<file path="config.mk">
export PLATFORM = sky130hd
export DESIGN_NAME = led_color_shift_chain_driver_top
export DESIGN_NICKNAME = d
export VERILOG_FILES = /design/src/rtl/core/lcsd_pkg.sv /design/src/rtl/core/lcsd_front.sv /design/src/rtl/core/lcsd_queue.sv /design/src/rtl/core/lcsd_back.sv /design/src/rtl/core/led_color_shift_chain_driver_top.sv
export SDC_FILE = /design/constraint.sdc
export NUM_CORES = 1
export LEC_CHECK = 0
export BUFFER_PORTS_ARGS = -buffer_cell sky130_fd_sc_hd__buf_4
export CORE_ASPECT_RATIO = 0.7
export CORE_MARGIN = 2
export CORE_UTILIZATION = 35
export CTS_CLUSTER_DIAMETER = 200
export DETAILED_ROUTE_END_ITERATION = 7
export GPL_ROUTABILITY_DRIVEN = 0
export PLACE_DENSITY = 0.52
export SYNTH_ARGS = -nofsm -noshare
export SYNTH_HDL_FRONTEND = slang
export SYNTH_SLANG_ARGS = --single-unit
</file>
<file path="constraint.sdc">
create_clock -name clk -period 4.3 [get_ports clk]
set_clock_uncertainty 0.15 [all_clocks]
set_input_delay 0.43 -clock clk [delete_from_list [all_inputs] [get_ports clk]]
set_output_delay 0.43 -clock clk [all_outputs]
set_load 0.01 [all_outputs]
</file>
<file path="src/rtl/core/lcsd_pkg.sv">
// Shared types and constants for the LED color shift chain driver.
// No dependencies; imported by every module of the block.
package lcsd_pkg;

  localparam int NIB_W = 4;
  localparam int QUEUE_DEPTH = 2;

  localparam logic [1:0] FUNC_SET     = 2'd0;
  localparam logic [1:0] FUNC_CLEAR   = 2'd1;
  localparam logic [1:0] FUNC_REFRESH = 2'd2;

  localparam logic [1:0] KIND_STATUS = 2'd0;
  localparam logic [1:0] KIND_SHIFT  = 2'd1;
  localparam logic [1:0] KIND_LATCH  = 2'd2;

  localparam logic [2:0] COLOR_NONE  = 3'd0;
  localparam logic [2:0] COLOR_RED   = 3'd1;
  localparam logic [2:0] COLOR_WHITE = 3'd2;
  localparam logic [2:0] COLOR_BLUE  = 3'd3;
  localparam logic [2:0] COLOR_GREEN = 3'd4;

  localparam logic [3:0] CODE_NONE  = 4'h0;
  localparam logic [3:0] CODE_RED   = 4'h1;
  localparam logic [3:0] CODE_GREEN = 4'h2;
  localparam logic [3:0] CODE_BLUE  = 4'h4;
  localparam logic [3:0] CODE_WHITE = 4'h8;

  typedef enum logic [1:0] {
    OP_SET,
    OP_CLEAR,
    OP_BAD,
    OP_REFRESH
  } op_t;

  typedef struct packed {
    logic [1:0] func;
    logic [3:0] led_index;
    logic [2:0] color;
  } in_item_t;

  typedef struct packed {
    logic [1:0] kind;
    logic       set_ok;
    logic       serial_bit;
    logic       last;
  } out_item_t;

  typedef struct packed {
    op_t              op;
    logic [NIB_W-1:0] nib;
    logic [3:0]       code;
  } cmd_t;

  function automatic logic [3:0] color_code(input logic [2:0] color);
    logic [3:0] code;
    case (color)
      COLOR_RED:   code = CODE_RED;
      COLOR_WHITE: code = CODE_WHITE;
      COLOR_BLUE:  code = CODE_BLUE;
      COLOR_GREEN: code = CODE_GREEN;
      default:     code = CODE_NONE;
    endcase
    return code;
  endfunction

endpackage

</file>
<file path="src/rtl/core/lcsd_front.sv">
// Command decoder: classifies an accepted command and maps the LED index
// to its nibble in the frame. Depends on lcsd_pkg.
module lcsd_front #(
  parameter int LED_COUNT   = 12,
  parameter int FRAME_BYTES = 6
) (
  input  lcsd_pkg::in_item_t in_data,
  output lcsd_pkg::cmd_t     cmd
);
  import lcsd_pkg::*;

  localparam int NIBS = 2 * FRAME_BYTES;

  logic [NIB_W-1:0] pos;
  logic             idx_ok;

  always_comb begin
    pos    = NIB_W'(LED_COUNT - 1) - in_data.led_index;
    idx_ok = (in_data.led_index < NIB_W'(LED_COUNT)) && (pos < NIB_W'(NIBS));
    cmd.nib  = pos;
    cmd.code = color_code(in_data.color);
    case (in_data.func)
      FUNC_SET:     cmd.op = idx_ok ? OP_SET : OP_BAD;
      FUNC_CLEAR:   cmd.op = OP_CLEAR;
      FUNC_REFRESH: cmd.op = OP_REFRESH;
      default:      cmd.op = OP_BAD;
    endcase
  end

endmodule

</file>
<file path="src/rtl/core/lcsd_queue.sv">
// Short command queue between the decoder and the execution unit.
// Depends on lcsd_pkg for the command type and depth.
module lcsd_queue (
  input  logic           clk,
  input  logic           rst_n,
  input  logic           push,
  input  lcsd_pkg::cmd_t push_cmd,
  input  logic           pop,
  output lcsd_pkg::cmd_t head_cmd,
  output logic           not_empty,
  output logic           full
);
  import lcsd_pkg::*;

  localparam int PTR_W = $clog2(QUEUE_DEPTH);
  localparam int CNT_W = $clog2(QUEUE_DEPTH + 1);

  cmd_t             entries_r [QUEUE_DEPTH];
  logic [PTR_W-1:0] wr_ptr_r, wr_ptr_nxt;
  logic [PTR_W-1:0] rd_ptr_r, rd_ptr_nxt;
  logic [CNT_W-1:0] count_r, count_nxt;

  assign head_cmd  = entries_r[rd_ptr_r];
  assign not_empty = (count_r != '0);
  assign full      = (count_r == CNT_W'(QUEUE_DEPTH));

  always_comb begin
    wr_ptr_nxt = wr_ptr_r;
    rd_ptr_nxt = rd_ptr_r;
    count_nxt  = count_r;
    if (push) begin
      wr_ptr_nxt = (wr_ptr_r == PTR_W'(QUEUE_DEPTH - 1)) ? '0 : wr_ptr_r + 1'b1;
    end
    if (pop) begin
      rd_ptr_nxt = (rd_ptr_r == PTR_W'(QUEUE_DEPTH - 1)) ? '0 : rd_ptr_r + 1'b1;
    end
    if (push && !pop) begin
      count_nxt = count_r + 1'b1;
    end else if (pop && !push) begin
      count_nxt = count_r - 1'b1;
    end
  end

  always_ff @(posedge clk) begin
    if (!rst_n) begin
      wr_ptr_r <= '0;
      rd_ptr_r <= '0;
      count_r  <= '0;
    end else begin
      wr_ptr_r <= wr_ptr_nxt;
      rd_ptr_r <= rd_ptr_nxt;
      count_r  <= count_nxt;
    end
  end

  always_ff @(posedge clk) begin
    if (push) begin
      entries_r[wr_ptr_r] <= push_cmd;
    end
  end

endmodule

</file>
<file path="src/rtl/core/lcsd_back.sv">
// Execution unit: holds the LED frame, the sent shadow and the enable
// register, and shifts changed frames out bit by bit. Depends on lcsd_pkg.
module lcsd_back #(
  parameter int FRAME_BYTES = 6
) (
  input  logic                clk,
  input  logic                rst_n,
  input  logic                cfg_we,
  input  logic                cfg_data,
  input  logic                cmd_avail,
  input  lcsd_pkg::cmd_t      cmd,
  output logic                cmd_pop,
  output logic                out_valid,
  output lcsd_pkg::out_item_t out_data
);
  import lcsd_pkg::*;

  localparam int NIBS    = 2 * FRAME_BYTES;
  localparam int FRAME_W = 8 * FRAME_BYTES;
  localparam int CNT_W   = $clog2(FRAME_W);

  typedef enum logic [1:0] {
    S_IDLE,
    S_SHIFT,
    S_LATCH
  } state_t;

  state_t             state_r;
  logic               enable_r;
  logic [FRAME_W-1:0] frame_r, frame_nxt;
  logic [FRAME_W-1:0] shadow_r;
  logic [FRAME_W-1:0] shift_r;
  logic [CNT_W-1:0]   cnt_r;
  logic               out_valid_r;
  out_item_t          out_data_r;
  logic               load;

  assign cmd_pop   = (state_r == S_IDLE) && cmd_avail;
  assign load      = cmd_pop && (cmd.op == OP_REFRESH) && enable_r && (frame_r != shadow_r);
  assign out_valid = out_valid_r;
  assign out_data  = out_data_r;

  always_comb begin
    frame_nxt = frame_r;
    if (cmd_pop) begin
      case (cmd.op)
        OP_SET: begin
          for (int n = 0; n < NIBS; n++) begin
            if (cmd.nib == NIB_W'(n)) begin
              frame_nxt[4*n +: 4] = cmd.code;
            end
          end
        end
        OP_CLEAR: frame_nxt = '0;
        default:  frame_nxt = frame_r;
      endcase
    end
  end

  always_ff @(posedge clk) begin
    if (!rst_n) begin
      state_r     <= S_IDLE;
      enable_r    <= 1'b0;
      frame_r     <= '0;
      shadow_r    <= '0;
      cnt_r       <= '0;
      out_valid_r <= 1'b0;
      out_data_r  <= '0;
    end else begin
      if (cfg_we) begin
        enable_r <= cfg_data;
      end
      frame_r     <= frame_nxt;
      out_valid_r <= 1'b0;
      out_data_r  <= '0;
      case (state_r)
        S_IDLE: begin
          if (cmd_pop && cmd.op != OP_REFRESH) begin
            out_valid_r       <= 1'b1;
            out_data_r.kind   <= KIND_STATUS;
            out_data_r.set_ok <= (cmd.op != OP_BAD);
            out_data_r.last   <= 1'b1;
          end
          if (load) begin
            shadow_r <= frame_r;
            cnt_r    <= '0;
            state_r  <= S_SHIFT;
          end
        end
        S_SHIFT: begin
          out_valid_r           <= 1'b1;
          out_data_r.kind       <= KIND_SHIFT;
          out_data_r.serial_bit <= shift_r[0];
          cnt_r                 <= cnt_r + 1'b1;
          if (cnt_r == CNT_W'(FRAME_W - 1)) begin
            state_r <= S_LATCH;
          end
        end
        S_LATCH: begin
          out_valid_r     <= 1'b1;
          out_data_r.kind <= KIND_LATCH;
          out_data_r.last <= 1'b1;
          state_r         <= S_IDLE;
        end
        default: state_r <= S_IDLE;
      endcase
    end
  end

  always_ff @(posedge clk) begin
    if (load) begin
      shift_r <= frame_r;
    end else if (state_r == S_SHIFT) begin
      shift_r <= shift_r >> 1;
    end
  end

  a_no_pop_while_shifting: assert property (@(posedge clk) disable iff (!rst_n)
    (state_r != S_IDLE) |-> !cmd_pop)
    else $error("command taken while a refresh is in progress");

  a_shadow_matches_frame: assert property (@(posedge clk) disable iff (!rst_n)
    (state_r != S_IDLE) |-> (shadow_r == frame_r))
    else $error("frame changed during a refresh");

  a_latch_after_shift: assert property (@(posedge clk) disable iff (!rst_n)
    (out_valid_r && out_data_r.kind == KIND_LATCH) |->
      $past(out_valid_r && out_data_r.kind == KIND_SHIFT))
    else $error("latch pulse without a preceding shift");

  a_load_starts_shift: assert property (@(posedge clk) disable iff (!rst_n)
    load |=> (state_r == S_SHIFT) && (cnt_r == '0))
    else $error("refresh load did not start the shift sequence");

endmodule

</file>
<file path="src/rtl/core/led_color_shift_chain_driver_top.sv">
// Top level of the LED color shift chain driver: decoder, command queue and
// execution unit. Depends on lcsd_pkg, lcsd_front, lcsd_queue and lcsd_back.
//
// Commands enter when start is high and busy is low; busy rises only when the
// two-entry command queue is full. The execution unit takes one queued command
// per cycle when idle: a set, clear or bad command yields its status result in
// the following cycle. A refresh of a changed frame with the enable bit set
// occupies the execution unit through a load step, a shift step for each frame
// bit and a latch step, so its results arrive on consecutive cycles; a refresh
// that shifts nothing gives no result. Each result is shown for exactly one
// cycle with out_valid high and cannot be held off. The configuration write
// port is always ready.
module led_color_shift_chain_driver_top #(
  parameter int LED_COUNT   = 12,
  parameter int FRAME_BYTES = 6
) (
  input  logic                clk,
  input  logic                rst_n,
  input  logic                start,
  output logic                busy,
  input  lcsd_pkg::in_item_t  in_data,
  output logic                out_valid,
  output lcsd_pkg::out_item_t out_data,
  input  logic                cfg_valid,
  output logic                cfg_ready,
  input  logic                cfg_data
);
  import lcsd_pkg::*;

  cmd_t dec_cmd;
  cmd_t head_cmd;
  logic q_not_empty;
  logic q_full;
  logic q_pop;
  logic accept;

  assign busy      = q_full;
  assign accept    = start && !q_full;
  assign cfg_ready = 1'b1;

  lcsd_front #(
    .LED_COUNT  (LED_COUNT),
    .FRAME_BYTES(FRAME_BYTES)
  ) u_front (
    .in_data(in_data),
    .cmd    (dec_cmd)
  );

  lcsd_queue u_queue (
    .clk      (clk),
    .rst_n    (rst_n),
    .push     (accept),
    .push_cmd (dec_cmd),
    .pop      (q_pop),
    .head_cmd (head_cmd),
    .not_empty(q_not_empty),
    .full     (q_full)
  );

  lcsd_back #(
    .FRAME_BYTES(FRAME_BYTES)
  ) u_back (
    .clk      (clk),
    .rst_n    (rst_n),
    .cfg_we   (cfg_valid && cfg_ready),
    .cfg_data (cfg_data),
    .cmd_avail(q_not_empty),
    .cmd      (head_cmd),
    .cmd_pop  (q_pop),
    .out_valid(out_valid),
    .out_data (out_data)
  );

endmodule

</file>
==> impl_metrics.tcl, run 1 <==
set metrics [dict create \
    grt_usage_pct 15.64 \
    post_synth_num_cell_types 49 \
    worst-path-max-fanout 153 \
    synth_seq_cells 184 \
    avgSynthCellArea_sq_um 10.83 \
    static-leakage-power_uw 0.003100 \
    power.density_nw_per_um2 530.9 \
    drt_first_pass_iters 5 \
    clock_tree.root_cell "sky130_fd_sc_hd__clkbuf_16" \
    critPathKind "flip-flop to flip-flop" \
    clock_path_buffers 2 \
    route.detailed.wl_per_inst_microns 16.65 \
    post_cts_hold_buffer_count 0 \
    timing_worst_slew_pin_value_ns 0.9696 \
    post_route_cells_drive_above_1_share_pct 16.91 \
    timing.slew.headroom_pct 35.29 \
    antenna_cells 0 \
    post_synth_and_or_nand_nor_area_fraction_pct 14.17 \
    synth_top_family_by_area "simple AND/OR/NAND/NOR gates" \
    timing.hold.worst.class "input port to flip-flop" \
    place.port_buffers 20 \
    cts_setup_buffers 0 \
    grt_start_max_net_pins 154 \
    worstPathArrival_ns 3.14 \
    cts_sinks 184 \
    std_cell_rows 46 \
    synth_fa_ha_area_share_pct 1.401 \
    synth_edf_count 68 \
    clk_latency_ns 0.44 \
    num-fill-cells 2168 \
    initial_core_util_pct 35.52 \
    fp.dieArea_sq_um 24210 \
    cp-end-kind "flip-flop" \
    timing_max_transition_violations_final 0 \
    pin_count 22 \
    setup_viol 0 \
    dr_wl_met3_microns 628 \
    synth_compound_gate_area_share_pct 6.992 \
    layout_worst_path_cycle_share_pct 72.33 \
    worst-endpoint-required_ns 4.33 \
    globalRoute.totalOverflow 0 \
    dpl.hpwl_microns 11640 \
    post_cts_resize_count 0 \
    detailed_place.area_sq_um 8426 \
    post_route_design_area_sq_um 9011 \
    netlist_area_sq_um 8035 \
    startpoint_type "flip-flop" \
    route.met2.wl_microns 7565 \
    ctsHtreeMaxLevel 4 \
    fin_crit_ns 3.110 \
    routedLengthMet1_microns 9423 \
    syn_inst 742 \
    finalWirelength_microns 17800 \
    drt_drc_violations_left 0 \
    syn-num-nets 765 \
    vias_per_cell 4.891 \
    grt_pass1_wl_microns 28330 \
    placeable_area_sq_um 22620 \
    dr.max_layer_used "met4" \
    maxCapViolCount 0 \
    number_of_drc_violations_after_detailed_routing_iteration_0 286 \
    synth_xor_xnor_area_share_pct 5.995 \
    seq_area_frac_synth_pct 54.31 \
    postSynth.asyncResetShare_pct 0 \
    width_of_the_die_microns 185.1 \
    ir_drop_mv 0.3009 \
    route.vias.total 5228 \
    grt_setup_unrepaired "no" \
    clkTransAtPathRegs_ns 0.07 \
    floorplan.die.height_microns 130.8 \
    yosys_warnings 0 \
    dominant_cell_type_by_area_after_synthesis "sky130_fd_sc_hd__dfxtp_1" \
    tritoncts_clock_tree "done" \
    timing.final.hold_violations 0 \
    muxShareOfSynthArea_pct 13.34 \
    yosys.area.top_type_share_pct 28.90 \
    tns_ns 0 \
    vias_in_the_first_global_route 5136 \
    nets 767 \
    synth_flop_cell "sky130_fd_sc_hd__dfxtp_1" \
    antenna_violating_nets_post_route 0 \
    clock_buffers_created_by_tritoncts 17 \
    run_status "finished, final reports clean" \
    syn_to_final_growth_pct 12.15 \
    grt_antenna_before_repair 0 \
    timing.fmax_mhz 321.5 \
    yosys-top-cells-area "sky130_fd_sc_hd__dfxtp_1 29%, sky130_fd_sc_hd__edfxtp_1 25%, sky130_fd_sc_hd__mux2i_1 6.1%" \
]
-- flip-flops by register name (all words and copies together) (netlist names), named ones only --
name	flops
u_queue.rd_ptr_r	1
u_back.out_data	5
u_queue.entries_r	20
u_back.frame_r	48
u_back.out_valid	1
u_back.state_r	2
u_queue.wr_ptr_r	1
u_back.enable_r	1
u_back.cnt_r	6
u_queue.count_r	2
u_back.shadow_r	48
u_back.shift_r	48
-- per-layer routing --
| layer | global-route usage [%] | up-vias |
|---|---|---|
| li1 | - | 2597 |
| met1 | 23.24 | 2545 |
| met2 | 22.60 | 73 |
| met3 | 3.659 | 13 |
| met4 | 4.435 | 0 |
| met5 | 0 | - |
-- path summary, 6_finish.rpt --
path | startpoint | endpoint | slack [ns] | depth (start not counted)
setup reg to reg | flip-flop | u_back.shift_r[28] | 1.19 | 5
hold / removal | in_data[5] | u_queue.entries_r[1][6] | 0.04 | 1
hold reg to reg | u_back.shadow_r[27] | u_back.shadow_r[27] | 0.32 | 2
setup / recovery | flip-flop | u_back.shift_r[28] | 1.19 | 5
-- power breakdown --
group	internal (uW)	switching, uW
Clock	846	713
Sequential	1990	141
Combinational	415	677
-- worst max-delay path: stages, from the launching register on --
cell                      delay, ns
sky130_fd_sc_hd__dfxtp_1       0.71
sky130_fd_sc_hd__mux2_2        0.44
sky130_fd_sc_hd__nand4_1       0.27
sky130_fd_sc_hd__a31oi_4       0.26
sky130_fd_sc_hd__buf_12        0.51
sky130_fd_sc_hd__mux2_2        0.41
-- area by class of cell --
| cell class | instances | area [sq um] | share of cell area (%) |
|---|---|---|---|
| clock buffer | 19 | 452.9 | 5.026 |
| clock inverter | 13 | 132.6 | 1.472 |
| inverter | 18 | 67.56 | 0.7498 |
| multi-input combinational | 494 | 3373 | 37.43 |
| sequential | 184 | 4364 | 48.43 |
| tap | 312 | 390.4 | 4.332 |
| timing repair buffer | 29 | 230.2 | 2.555 |
-- kinds of logic after synthesis --
kind of cell | count (synthesis)
and+or+nand+nor | 233
DFF | 184
AOI/OAI and AO/OA | 98
muxes | 98
buffers and inverters | 64
xor gates and xnor gates | 55
adders and majority gates | 9
other | 1
-- synth_stat cells (5+ instances only) --
cell type / count
sky130_fd_sc_hd__dfxtp_1: 116
sky130_fd_sc_hd__nor2_2: 5
sky130_fd_sc_hd__edfxtp_1: 68
sky130_fd_sc_hd__a21oi_1: 23
sky130_fd_sc_hd__nand4_1: 15
sky130_fd_sc_hd__nor2_1: 64
sky130_fd_sc_hd__buf_2: 9
sky130_fd_sc_hd__mux2i_1: 49
sky130_fd_sc_hd__nand2_1: 59
sky130_fd_sc_hd__buf_4: 5
sky130_fd_sc_hd__buf_1: 5
sky130_fd_sc_hd__nand2b_1: 5
sky130_fd_sc_hd__o21ai_0: 56
sky130_fd_sc_hd__ha_1: 9
sky130_fd_sc_hd__nand3_1: 53
sky130_fd_sc_hd__o32ai_1: 5
sky130_fd_sc_hd__and3_1: 5
sky130_fd_sc_hd__mux2_4: 8
sky130_fd_sc_hd__clkbuf_1: 23
sky130_fd_sc_hd__mux2_2: 41
sky130_fd_sc_hd__xnor2_1: 51
sky130_fd_sc_hd__inv_1: 17
-- cells in the final DEF (no fill, tap or decap), drive strengths merged, types with 4 or more instances in the layout --
| master | n |
|---|---|
| nand2b | 5 |
| inv | 24 |
| o32ai | 5 |
| clkbuf | 19 |
| xor2 | 4 |
| and3 | 5 |
| o21a | 4 |
| dfxtp | 116 |
| or2 | 4 |
| nand3 | 53 |
| mux2i | 49 |
| nand2 | 59 |
| xnor2 | 51 |
| mux2 | 49 |
| buf | 29 |
| nor2 | 73 |
| nor3b | 4 |
| clkinv | 4 |
| edfxtp | 68 |
| nand4 | 15 |
| a21oi | 23 |
| ha | 9 |
| o21ai | 57 |
-- metrics by stage --
stage | cells | hold slack (ns) | total power [uW] | utilization, % | setup WS [ns]
2_1_floorplan | 742 | 0.2986 | 2925 | - | 1.056
3_3_place_gp | 1037 | 0.3070 | 3240 | 37.25 | 1.366
3_5_place_dp | 1037 | 0.3154 | 3269 | 37.25 | 1.256
4_1_cts | 1069 | 0.03005 | 4825 | 39.84 | 1.216
5_1_grt | 1069 | 0.03207 | 5013 | 39.84 | 0.9844
6_report | 1069 | 0.04491 | 4784 | 39.84 | 1.190
Power figures use the tool's default switching activity.
==> run 2: changes to the inputs <==
==> constraint.sdc (replaced) <==
create_clock -name clk -period 3.16 [get_ports clk]
set_clock_uncertainty 0.15 [all_clocks]
set_input_delay 0.316 -clock clk [delete_from_list [all_inputs] [get_ports clk]]
set_output_delay 0.316 -clock clk [all_outputs]
set_load 0.01 [all_outputs]
==> run 2 against run 1 <==
Net effect:
- combinational power grew 42%
- register-to-register slack got worse by 0.91 ns
- largest cell class unchanged
- total power is 40% higher
- first-iteration DRC count rose by 23%
- cell area increased by 1.5%
- maximum frequency is 7.9% higher
- largest power group unchanged
- clock-buffer cell count down 2
==> impl_metrics.tcl, run 2 (same netlist as run 1, synthesis figures left out) <==
set metrics [dict create \
    run_status "finished, final reports clean" \
    pin_count 22 \
    multiInputGateArea_sq_um 3371 \
    timing.hold.worst.class "input port to flip-flop" \
    switching_power_uw 2081 \
    combPwrFrac_pct 23.1 \
    timing_max_transition_violations_final 0 \
    setup_viol 0 \
    critPathKind "flip-flop to flip-flop" \
    tritoncts_clock_tree "done" \
    ir_drop_mv 0.4516 \
    critPathLaunch "u_back.state_r[0]" \
    initial_core_util_pct 35.52 \
    globalRoute.totalOverflow 0 \
    nets 779 \
    worstPathArrival_ns 2.91 \
    timing.slew.headroom_pct 21.97 \
    post_route_cells_drive_above_1_share_pct 17.56 \
    antenna_cells 0 \
    width_of_the_die_microns 185.1 \
    seqCellArea_sq_um 4364 \
    grt_setup_unrepaired "no" \
    layout_common_cells "116 x sky130_fd_sc_hd__dfxtp_1, 68 x sky130_fd_sc_hd__edfxtp_1, 64 x sky130_fd_sc_hd__nor2_1" \
    drt_first_pass_iters 6 \
    startpoint_type "flip-flop" \
    ctsHtreeMaxLevel 4 \
    grt_antenna_before_repair 0 \
    post_cts_resize_count 0 \
    numPlacedInstances 1046 \
    placeable_area_sq_um 22620 \
    grt_start_max_net_pins 114 \
    place.port_buffers 20 \
    internal_power_of_the_cells_uw 4639 \
    number_of_drc_violations_after_detailed_routing_iteration_0 353 \
    instances_no_fill 1081 \
    maxCapViolCount 0 \
    antenna_violating_nets_post_route 0 \
    fin_crit_ns 2.882 \
    route.vias.total 5300 \
    dpl.hpwl_microns 12070 \
    num-fill-cells 2182 \
    vias_per_cell 4.903 \
    vias_in_the_first_global_route 5190 \
    final_common_cell "sky130_fd_sc_hd__dfxtp_1" \
    clock_buffers_created_by_tritoncts 17 \
    syn_to_final_growth_pct 13.81 \
    finalWirelength_microns 18180 \
    reg2reg_end "u_back.shift_r[7]" \
    layout_worst_path_cycle_share_pct 91.20 \
    fp.dieArea_sq_um 24210 \
    grt_pass1_wl_microns 29370 \
    reg2reg_setup_slack_ns 0.28 \
    clock_path_buffers 2 \
    drt_drc_violations_left 0 \
    std_cell_rows 46 \
    worst-path-max-fanout 113 \
    share_seq_of_total_power_pct 43.0 \
    tns_ns 0 \
    clock_tree.root_cell "sky130_fd_sc_hd__clkbuf_16" \
    layout.core_utilization_pct 40.43 \
    startpoint_of_the_worst_slack_reg_to_reg_timing_path "u_back.state_r[0]" \
    cts_setup_buffers 0 \
    timing_worst_slew_pin_value_ns 1.170 \
    power_frac_clock_pct 33.9 \
    detailed_place.area_sq_um 8491 \
    switching_share_pct 30.96 \
    cts_sinks 184 \
    grt_usage_pct 16.30 \
    static-leakage-power_uw 0.003175 \
    rr_worst_depth 7 \
    floorplan.die.height_microns 130.8 \
    largest_registers "u_back.frame_r x48, u_back.shadow_r x48, u_back.shift_r x48" \
    clkTransAtPathRegs_ns 0.07 \
    power.density_nw_per_um2 734.9 \
    worst-endpoint-required_ns 3.19 \
    clk_latency_ns 0.43 \
    critPathCapture "u_back.shift_r[7]" \
    route.detailed.wl_per_inst_microns 16.81 \
    post_route_design_area_sq_um 9145 \
    timing.final.hold_violations 0 \
    timing.fmax_mhz 347.0 \
    cp-end-kind "flip-flop" \
]
## run 2: changes by cell type in the layout (fill, tap and decap cells not counted), moves of 2 or more
cell,before,now
sky130_fd_sc_hd__clkinv_2,0,2
sky130_fd_sc_hd__dlygate4sd3_1,0,3
sky130_fd_sc_hd__inv_6,5,2
sky130_fd_sc_hd__bufinv_16,1,4
sky130_fd_sc_hd__buf_4,28,37
sky130_fd_sc_hd__clkbuf_8,2,0
## run 2: worst max-delay path: stages (launching register included)
cell                      delay (ns)
sky130_fd_sc_hd__dfxtp_1        0.33
sky130_fd_sc_hd__inv_1          0.11
sky130_fd_sc_hd__ha_1           0.24
sky130_fd_sc_hd__o21a_1         0.20
sky130_fd_sc_hd__nand4_1        0.24
sky130_fd_sc_hd__a31oi_4        0.44
sky130_fd_sc_hd__buf_12         0.43
sky130_fd_sc_hd__mux2_2         0.40
## run 2: power groups by stage
stage	Clock [uW]	Combinational [uW]	Sequential, uW
2_1_floorplan	0	1100	2880
3_3_place_gp	0	1540	2930
3_5_place_dp	0	1560	2940
4_1_cts	2320	1570	2890
5_1_grt	2420	1690	2920
6_report	2280	1550	2890
## run 2: area by class of cell
| type | count | area share (%) |
|---|---|---|
| well taps | 312 | 4.269 |
| clock buffers | 17 | 4.652 |
| repair buffers | 41 | 3.585 |
| flip-flops and latches | 184 | 47.72 |
| inverters | 18 | 0.7388 |
| clock inverters | 15 | 2.175 |
| multi-input cells | 494 | 36.86 |
## run 2: metrics by stage
stage / hold WS (ns) / power, uW / setup slack [ns]
finish: 0.02114 / 6720 / 0.2782
global route: 0.01515 / 7027 / 0.09402
CTS: 0.01439 / 6777 / 0.2991
detailed placement: 0.3121 / 4497 / 0.3245
global placement: 0.3075 / 4472 / 0.3335
floorplan: 0.2649 / 3980 / 0.3888
## run 2: timing repair
item                                    in CTS  in global routing
hold endpoints to repair                     3                  0
hold buffers                                 3                  0
endpoints found under the setup margin       0                  0
## run 2: how the worst min path moves through the flow
stage | start | end | depth (start not counted)
floorplan | in_data[5] | u_queue.entries_r[0][6] | 0
global placement | u_back.shadow_r[21] | u_back.shadow_r[21] | 2
detailed placement | u_back.shadow_r[12] | u_back.shadow_r[12] | 2
CTS | in_data[3] | u_queue.entries_r[0][4] | 2
global route | in_data[3] | u_queue.entries_r[1][4] | 2
finish | in_data[3] | u_queue.entries_r[0][4] | 2
## run 2: metal layers
metal / up-vias / GRT usage, % / part of all wire, %
li1: 2624 / - / -
met1: 2588 / 24.30 / 54
met2: 79 / 23.84 / 42
met3: 9 / 3.742 / 3.5
met4: 0 / 3.922 / 0.69
met5: - / 0 / 0
